### src/design/assert_macros.svh
// Assertion macros shared by the design files.
`ifndef ASSERT_MACROS_SVH
`define ASSERT_MACROS_SVH

// Same-cycle implication, checked on every rising edge outside reset.
`define ASSERT_IMP(lbl, ante, cons, msg) \
  lbl: assert property (@(posedge clk) disable iff (rst) (ante) |-> (cons)) \
    else $error(msg);

// Next-cycle implication, checked on every rising edge outside reset.
`define ASSERT_NXT(lbl, ante, cons, msg) \
  lbl: assert property (@(posedge clk) disable iff (rst) (ante) |=> (cons)) \
    else $error(msg);

`endif

### src/design/bzf_pkg.sv
// Shared types, constants and width helpers for the Bezier segment fitter.
package bzf_pkg;

  localparam int COORD_W      = 16;
  localparam int MID_W        = 32;
  localparam int MAX_POINTS_D = 4096;
  localparam int COORD_BITS_D = 16;

  typedef struct packed {
    logic acc;
    logic take_last;
    logic mul1;
    logic mul2;
    logic sub;
    logic div_step;
    logic load_out;
  } bzf_cmd_t;

  typedef struct packed {
    logic short_seg;
    logic out_free;
  } bzf_stat_t;

  typedef struct packed {
    logic [COORD_W-1:0] start_x;
    logic [COORD_W-1:0] start_y;
    logic [MID_W-1:0]   mid_x;
    logic [MID_W-1:0]   mid_y;
    logic [COORD_W-1:0] end_x;
    logic [COORD_W-1:0] end_y;
    logic               too_many_points;
  } bzf_fit_t;

  function automatic int f_pw(input int coord_bits);
    return (coord_bits < COORD_W) ? coord_bits : COORD_W;
  endfunction

  function automatic int f_nw(input int max_points);
    return $clog2(max_points);
  endfunction

  function automatic int f_dw(input int max_points, input int coord_bits);
    return 2 * f_nw(max_points) + f_pw(coord_bits) + 11;
  endfunction

endpackage

### src/design/bzf_ctrl.sv
// Sequencer for point accumulation, fit arithmetic and result hand-off.
`include "assert_macros.svh"

module bzf_ctrl #(
  parameter int MAX_POINTS = bzf_pkg::MAX_POINTS_D,
  parameter int COORD_BITS = bzf_pkg::COORD_BITS_D
) (
  input  logic              clk,
  input  logic              rst,
  input  logic              in_valid,
  input  logic              in_last,
  output logic              ready,
  input  bzf_pkg::bzf_stat_t stat,
  output bzf_pkg::bzf_cmd_t  cmd
);
  import bzf_pkg::*;

  localparam int DW  = f_dw(MAX_POINTS, COORD_BITS);
  localparam int DCW = $clog2(DW);

  localparam logic [2:0] ST_IDLE = 3'd0;
  localparam logic [2:0] ST_MUL1 = 3'd1;
  localparam logic [2:0] ST_MUL2 = 3'd2;
  localparam logic [2:0] ST_SUB  = 3'd3;
  localparam logic [2:0] ST_DIV  = 3'd4;
  localparam logic [2:0] ST_DONE = 3'd5;

  logic [2:0]     state;
  logic [2:0]     state_next;
  logic [DCW-1:0] div_cnt;
  logic [DCW-1:0] div_cnt_next;

  assign ready = (state == ST_IDLE);

  always_comb begin
    cmd          = '0;
    state_next   = state;
    div_cnt_next = div_cnt;
    case (state)
      ST_IDLE: begin
        if (in_valid) begin
          if (in_last) begin
            cmd.take_last = 1'b1;
            state_next    = stat.short_seg ? ST_DONE : ST_MUL1;
          end else begin
            cmd.acc = 1'b1;
          end
        end
      end
      ST_MUL1: begin
        cmd.mul1   = 1'b1;
        state_next = ST_MUL2;
      end
      ST_MUL2: begin
        cmd.mul2   = 1'b1;
        state_next = ST_SUB;
      end
      ST_SUB: begin
        cmd.sub      = 1'b1;
        div_cnt_next = '0;
        state_next   = ST_DIV;
      end
      ST_DIV: begin
        cmd.div_step = 1'b1;
        if (div_cnt == DCW'(DW - 1)) begin
          state_next = ST_DONE;
        end else begin
          div_cnt_next = div_cnt + DCW'(1);
        end
      end
      ST_DONE: begin
        if (stat.out_free) begin
          cmd.load_out = 1'b1;
          state_next   = ST_IDLE;
        end
      end
      default: begin
        state_next = ST_IDLE;
      end
    endcase
  end

  always_ff @(posedge clk) begin
    if (rst) begin
      state   <= ST_IDLE;
      div_cnt <= '0;
    end else begin
      state   <= state_next;
      div_cnt <= div_cnt_next;
    end
  end

  `ASSERT_NXT(done_exit_a, (state == ST_DONE) && stat.out_free, state == ST_IDLE, "done did not return to idle")
  `ASSERT_NXT(div_end_a, (state == ST_DIV) && (div_cnt == DCW'(DW - 1)), state == ST_DONE, "division overran")
  `ASSERT_NXT(long_go_a, ready && in_valid && in_last && !stat.short_seg, state == ST_MUL1, "long fit did not start")

endmodule

### config.mk
export PLATFORM = sky130hd
export DESIGN_NAME = bzf_ctrl
export DESIGN_NICKNAME = d
export VERILOG_FILES = /design/src/design/bzf_pkg.sv /design/src/design/bzf_ctrl.sv
export VERILOG_INCLUDE_DIRS = /design/src /design/src/design
export SDC_FILE = /design/constraint.sdc
export NUM_CORES = 1
export LEC_CHECK = 0
export ABC_CLOCK_PERIOD_IN_PS = 1400
export BUFFER_PORTS_ARGS = -buffer_cell sky130_fd_sc_hd__buf_2
export CAP_MARGIN = 20
export CORE_MARGIN = 2
export CORE_UTILIZATION = 35
export CTS_CLUSTER_DIAMETER = 120
export DETAILED_ROUTE_END_ITERATION = 10
export GPL_TIMING_DRIVEN = 0
export PLACE_DENSITY_LB_ADDON = 0.05
export SYNTH_ARGS = -nofsm -noshare
export SYNTH_HDL_FRONTEND = slang
export SYNTH_SLANG_ARGS = --single-unit
### constraint.sdc
create_clock -name clk -period 1.4 [get_ports clk]
set_input_delay 0.14 -clock clk [delete_from_list [all_inputs] [get_ports clk]]
set_output_delay 0.14 -clock clk [all_outputs]
set_load 0.05 [all_outputs]
==> key figures, run 1 <==
Outcome
  – Status: finished clean

Detailed routing
  – Routed vias/inst: 5.42
  – Via count: 575
  – Residual DRC: 0
  – DRT antenna net count: 0
  – 1st-iter DRT viols: 9
  – Drt total wl: 1.33 mm
  – Wire per inst: 12.5 um
  – DRT Pass-1 Iters: 4

Setup path
  – CP endpoint kind: output pin
  – FF-to-FF Start: state[0]$_SDFFE_PP0P_
  – Reg2Reg Setup Slack: 40 ps
  – Critical path launch point type: flip-flop
  – Data arrival, critical path: 1230 ps
  – Worst R2R End: div_cnt[1]$_SDFFE_PP0P_
  – Worst Path Required: 1260 ps
  – FF-to-FF path depth: 5
  – Crit-path max FO: 5
  – Crit path kind: reg -> out

Logic synthesis
  – Async SR Flop Fraction: 0%
  – Post-Syn Nets: 75
  – Flops & latches, synth: 9
  – Synth Instances: 67
  – Unique masters post-synth: 32
  – Biggest area consumer among synthesized cells: dfxtp_1
  – Top post-synthesis cells by area: dfxtp_1 30%, mux2i_1 5.1%, and3_1 4.2%, ha_1 4.2%, mux2_2 3.8%
  – Avg Cell Area, Syn: 8.85 sq um
  – EDFF count, synth: 0
  – Yosys top cell area share: 30.4%
  – Seq/Total Area, Yosys: 30.4%
  – Synthesis warning total: 0
  – Top_reg_cell synth: dfxtp_1
  – Cell area after synthesis: 593 sq um

Timing
  – Post-route setup TNS: 0 ps
  – Endpoints failing hold: 0
  – Final Critical Period: 1370 ps
  – Worst-margin pin slew: 478 ps
  – Fmax: 731 MHz
  – Slew HR: 68.2%
  – RSZ-0062 raised after global routing: yes
  – Fin crit share: 97.7%
  – Final Skew: 1.12 ps
  – Slew Limit Fails: 0
  – Final setup viols: 0

Clock network
  – CTS tree: done
  – Clock buffer depth: 2
  – # clock sinks: 9
  – Reg clk slew, reported paths: 60 ps
  – Hold_buf cts: 0
  – Clk root buf: clkbuf_4
  – Worst-Skew Late Latency: 260 ps
  – CTS buffer count: 3
  – CTS H-tree lvls: 1

Global route
  – Global-route wire length before repair: 1.94 mm
  – GRT Util Overall: 13.3%
  – Largest net degree at the start of global routing: 11
  – Initial antenna violation count: 0
  – Vias in the first global route: 469
  – Remaining global-route overflow: 0

Worst hold path
  – Hold path depth: 4
  – Worst hold path type: in -> reg
  – Hold path endpoint: state[2]$_SDFFE_PP0P_
  – Hold path start: stat[0]

Place
  – Post-DP HPWL: 903 um
  – Gp weighted congestion: 0.797
  – Buffers on Ports: 13

Layout
  – Antenna cells: 0
  – Share of layout cells above drive strength 1: 46.7%
  – Fill count: 152
  – Commonest cells after routing, fill and taps aside: 9 x buf_4, 8 x buf_2, 4 x a21oi_1, 4 x dfxtp_1
  – Commonest non-fill, non-tap cell in the layout: buf_4
  – Final core utilization: 53.7%
  – Count of nets after finishing: 99
  – Area Overhead vs Synth: 39.5%

Power
  – Maximum VDD drop: 0.000497 V
  – PwrDens: 779 nW/um^2
  – Leakage: 0.355 nW

Floorplan
  – IO Pins: 14
  – Die width: 45.2 um
  – Starting Density: 38.5%
  – Die ar.: 2040 sq um
  – Row cnt: 14
  – Core area: 1540 sq um
  – Chip height: 45.2 um

Job
  – Max Cap Viol: 0
-- routing by layer --
metal	wire, um	track usage (%)
met5	0	0
met4	14	5.29
met3	48	2.40
met2	635	23.7
met1	628	15.4
-- synth_stat cells, types with 2 or more instances --
master and n:
a21oi_1 4, a32o_1 2, and2_1 2, and3_1 4
buf_2 2, dfxtp_1 9, ha_1 2, inv_1 3
mux2_2 2, mux2i_1 3, nand2_1 2, nand3_1 2
nor2_1 4, nor2b_1 3, nor3_1 4, nor3b_1 2
o211ai_1 2
-- per-stage QoR --
stage	total power [mW]	hold slack [ps]	setup WS (ps)	cells	cell area, sq um
2_1_floorplan	0.393	344	-380	67	628
3_3_place_gp	0.424	475	-144	96	713
3_5_place_dp	0.424	476	-123	96	713
4_1_cts	0.643	192	3.32	103	783
5_1_grt	0.677	224	-9.86	106	827
6_report	0.644	195	32.4	106	827
-- how the worst max path moves through the flow --
stage / end / slack (ps) / start
final: cmd[6] / 30 / state[1]$_SDFFE_PP0P_
after global routing: cmd[6] / -10 / state[1]$_SDFFE_PP0P_
after CTS: cmd[4] / 3 / state[0]$_SDFFE_PP0P_
after detailed placement: div_cnt[0]$_SDFFE_PP0P_ / -120 / state[2]$_SDFFE_PP0P_
after global placement: div_cnt[1]$_SDFFE_PP0P_ / -140 / state[2]$_SDFFE_PP0P_
after floorplan: div_cnt[0]$_SDFFE_PP0P_ / -380 / state[1]$_SDFFE_PP0P_
-- cell families (layout without fill, tap and decap cells) --
family,after synthesis,after routing,share of synthesized area (%)
AND/OR/NAND/NOR,30,30,32.1
multiplexers,5,5,8.86
flip-flops,9,9,30.4
AO/OA/AOI/OAI,14,14,18.8
XOR/XNOR,1,1,1.48
buffers and inverters,6,29,4.22
adder cells (fa/ha/maj),2,2,4.22
-- report_power, final --
part           switching, mW  internal, mW  total [mW]  leakage (nW)
Clock                 0.0940         0.110       0.204        0.0150
Combinational         0.0968        0.0709       0.168         0.264
Sequential           0.00947         0.263       0.272        0.0757
Total                  0.200         0.444       0.644         0.355
-- timing repair --
item	4_1_cts	5_1_grt
setup buffers	3	2
pin swaps	0	2
resized for setup	9	12
endpoints found under the hold margin	0	0
endpoints found under the setup margin	8	11
cloned	0	1
-- critical path, stage by stage, from the launching register on --
cell and delay [ps]:
dfxtp_2 320, buf_6 130, nor3_4 170, and3b_1 190
buf_6 160
-- cell type report --
type	instances	area, sq um	share of cell area (%)
Buffer	3	26.3	3.18
Timing Repair Buffer	19	134	16.2
Inverter	3	11.3	1.36
Sequential cell	9	191	23.1
Tap cell	16	20.0	2.42
Clock buffer	4	26.3	3.18
Multi-Input combinational cell	52	418	50.5
-- state kept, by name, indices dropped and copies added, names as in the netlist --
| name | cells |
|---|---|
| div_cnt | 6 |
| state | 3 |
Note: power is estimated with default switching activity, not from simulation.
==> run 2, diff against run 1 <==
--- a/config.mk
+++ b/config.mk
@@ -8,13 +8,14 @@
 export LEC_CHECK = 0
 export ABC_CLOCK_PERIOD_IN_PS = 1400
 export BUFFER_PORTS_ARGS = -buffer_cell sky130_fd_sc_hd__buf_2
-export CAP_MARGIN = 20
+export CAP_MARGIN = 10
 export CORE_MARGIN = 2
 export CORE_UTILIZATION = 35
 export CTS_CLUSTER_DIAMETER = 120
 export DETAILED_ROUTE_END_ITERATION = 10
 export GPL_TIMING_DRIVEN = 0
 export PLACE_DENSITY_LB_ADDON = 0.05
+export SETUP_SLACK_MARGIN = 0.5
 export SYNTH_ARGS = -nofsm -noshare
 export SYNTH_HDL_FRONTEND = slang
 export SYNTH_SLANG_ARGS = --single-unit
==> key figures, run 2 (same netlist as run 1, synthesis figures left out) <==
Outcome
  – Status: finished with violations
  – Violated checks: setup timing

Clock network
  – Hold_buf cts: 0 (unchanged)
  – Clk root buf: clkbuf_4
  – CTS H-tree lvls: 1 (unchanged)
  – CTS tree: done
  – # clock sinks: 9 (unchanged)
  – Clock buffer depth: 2 (unchanged)
  – Worst-Skew Late Latency: 270 ps (about the same)
  – CTS buffer count: 3 (unchanged)
  – Reg clk slew, reported paths: 60 ps (about the same)

Timing
  – Post-route setup TNS: -20.7 ps (-20.7 ps)
  – Fin crit share: 101% (+3.3 points)
  – Final Critical Period: 1410 ps (+45.9 ps)
  – Setup ws final: -13.5 ps (-45.9 ps)
  – Worst-margin pin slew: 515 ps (+37.0 ps)
  – Slew HR: 65.7% (-2.5 points)
  – Final setup viols: 2 (+2)
  – Endpoints failing hold: 0 (unchanged)
  – Final Skew: 4.21 ps (+3.10 ps)
  – RSZ-0062 raised after global routing: yes
  – Slew Limit Fails: 0 (unchanged)
  – Fmax: 707 MHz (-3.2%)

Worst hold path
  – Worst hold path type: in -> reg
  – Hold path start: stat[0]
  – Hold path depth: 4 (unchanged)

Layout
  – Count of nets after finishing: 107 (+8.1%)
  – Biggest regs: div_cnt: 6 flops, state: 3 flops
  – Finished Cell Area: 990 sq um (+20%)
  – Commonest non-fill, non-tap cell in the layout: buf_6
  – Fill count: 139 (-8.6%)
  – Share of layout cells above drive strength 1: 55.1% (+8.4 points)
  – Final core utilization: 64.2% (+11 points)
  – Max FFs per register: 6 (unchanged)
  – Area Overhead vs Synth: 66.9%
  – Commonest cells after routing, fill and taps aside: 12 x buf_6, 9 x buf_4, 5 x buf_2
  – Most flops, register: div_cnt
  – Antenna cells: 0 (unchanged)

Power
  – Power, Total: 0.700 mW (+8.6%)
  – Maximum VDD drop: 0.000505 V (+1.7%)
  – Net switching fraction of the power: 31.5% (+0.38 points)
  – PwrDens: 707 nW/um^2 (-9.2%)
  – NetSw: 0.220 mW (+10%)
  – Int Pwr: 0.479 mW (+8.0%)
  – Leakage: 0.411 nW (+16%)
  – Flop pwr share: 38.8% (-3.5 points)
  – Gate power share: 31.5% (+5.5 points)
  – Clock power share: 29.7% (-2.0 points)

Setup path
  – Critical path startpoint: state[0]$_SDFFE_PP0P_
  – Crit-path max cell delay: 340 ps (+20 ps)
  – Crit-path slowest cell: dfxtp_2
  – FF-to-FF Start: state[0]$_SDFFE_PP0P_
  – CP endpoint kind: output pin
  – Crit path kind: reg -> out
  – Data arrival, critical path: 1270 ps (+40 ps)
  – CP Cell Sequence: buf_6, buf_4, nor2_4, and2_2, buf_6
  – CP most frequent cell: buf_6
  – Crit-path max FO: 6 (+1)
  – FF-to-FF path depth: 6 (+1)
  – Critical path launch point type: flip-flop
  – Worst Path Required: 1260 ps (about the same)

Floorplan
  – Starting Density: 38.5% (unchanged)
  – Row cnt: 14 (unchanged)
  – Die ar.: 2040 sq um (unchanged)
  – IO Pins: 14 (unchanged)
  – Chip height: 45.2 um (unchanged)
  – Die width: 45.2 um (unchanged)
  – Core area: 1540 sq um (unchanged)

Place
  – Gp weighted congestion: 0.721 (-9.5%)
  – Area after DPL: 728 sq um (+2.1%)
  – Post-DP HPWL: 911 um (+0.96%)
  – Buffers on Ports: 13 (unchanged)

Global route
  – Global-route wire length before repair: 2.46 mm (+27%)
  – Largest net degree at the start of global routing: 11 (unchanged)
  – GRT Util Overall: 16.9% (+3.6 points)
  – Vias in the first global route: 590 (+26%)
  – Remaining global-route overflow: 0 (unchanged)
  – Initial antenna violation count: 0 (unchanged)

Detailed routing
  – DRT Pass-1 Iters: 4 (unchanged)
  – DRT antenna net count: 0 (unchanged)
  – Via count: 628 (+9.2%)
  – Drt total wl: 1.56 mm (+17%)
  – Routed vias/inst: 5.51 (+1.6%)
  – Residual DRC: 0 (unchanged)
  – 1st-iter DRT viols: 15 (+6)
  – Wire per inst: 13.7 um (+9.2%)

Job
  – Max Cap Viol: 0 (unchanged)
## run 2: cell count changes in the layout (fill, tap and decap cells not counted), sizes merged
cell / before / now
clkinvlp: 0 / 1
inv: 3 / 2
buf: 21 / 29
## run 2: area by class of cell
cell class                      count  area (sq um)  share of cell area [%]
Buffer                              3          26.3                    2.65
Clock buffer                        4          26.3                    2.65
Inverter                            3          15.0                    1.52
Timing Repair Buffer               27           250                    25.3
Tap cell                           16          20.0                    2.02
Sequential cell                     9           191                    19.3
Multi-Input combinational cell     52           460                    46.5
## run 2: final timing paths
kind | endpoint | slack, ps
setup / recovery | cmd[3] | -10
hold / removal | state[2]$_SDFFE_PP0P_ | 200
setup reg to reg | div_cnt[0]$_SDFFE_PP0P_ | 40
hold reg to reg | state[1]$_SDFFE_PP0P_ | 510
## run 2: repair_timing
item                                    CTS  global route
pin swaps                                10             6
resized for setup                        34             6
endpoints found under the setup margin   16            17
setup buffers                            12             2
gates cloned                              0             0
## run 2: per-layer routing
metal | GRT usage, % | routed length (um) | vias up
li1 | - | - | 314
met1 | 18.2 | 653 | 295
met2 | 30.3 | 824 | 17
met3 | 2.40 | 71 | 2
met4 | 10.6 | 9 | 0
met5 | 0 | 0 | -
## run 2: critical path, delay by kind of cell (launching register included)
| kind | cells | cell delay, ps |
|---|---|---|
| buf+inv | 3 | 420 |
| simple gates | 2 | 260 |
| flops | 1 | 340 |
## run 2: power groups by stage
stage | logic, mW | clock network [mW] | registers, mW
after detailed placement | 0.147 | 0 | 0.279
after global routing | 0.234 | 0.225 | 0.273
after floorplan | 0.117 | 0 | 0.277
after CTS | 0.205 | 0.212 | 0.271
final | 0.220 | 0.207 | 0.272
after global placement | 0.147 | 0 | 0.279
## run 2: through the flow
step | std cells | hold WS (ps) | setup WS (ps)
global placement | 96 | 479 | -107
global route | 114 | 230 | -58.3
finish | 114 | 202 | -13.5
CTS | 112 | 194 | 12.1
detailed placement | 96 | 485 | -105
floorplan | 67 | 350 | -380
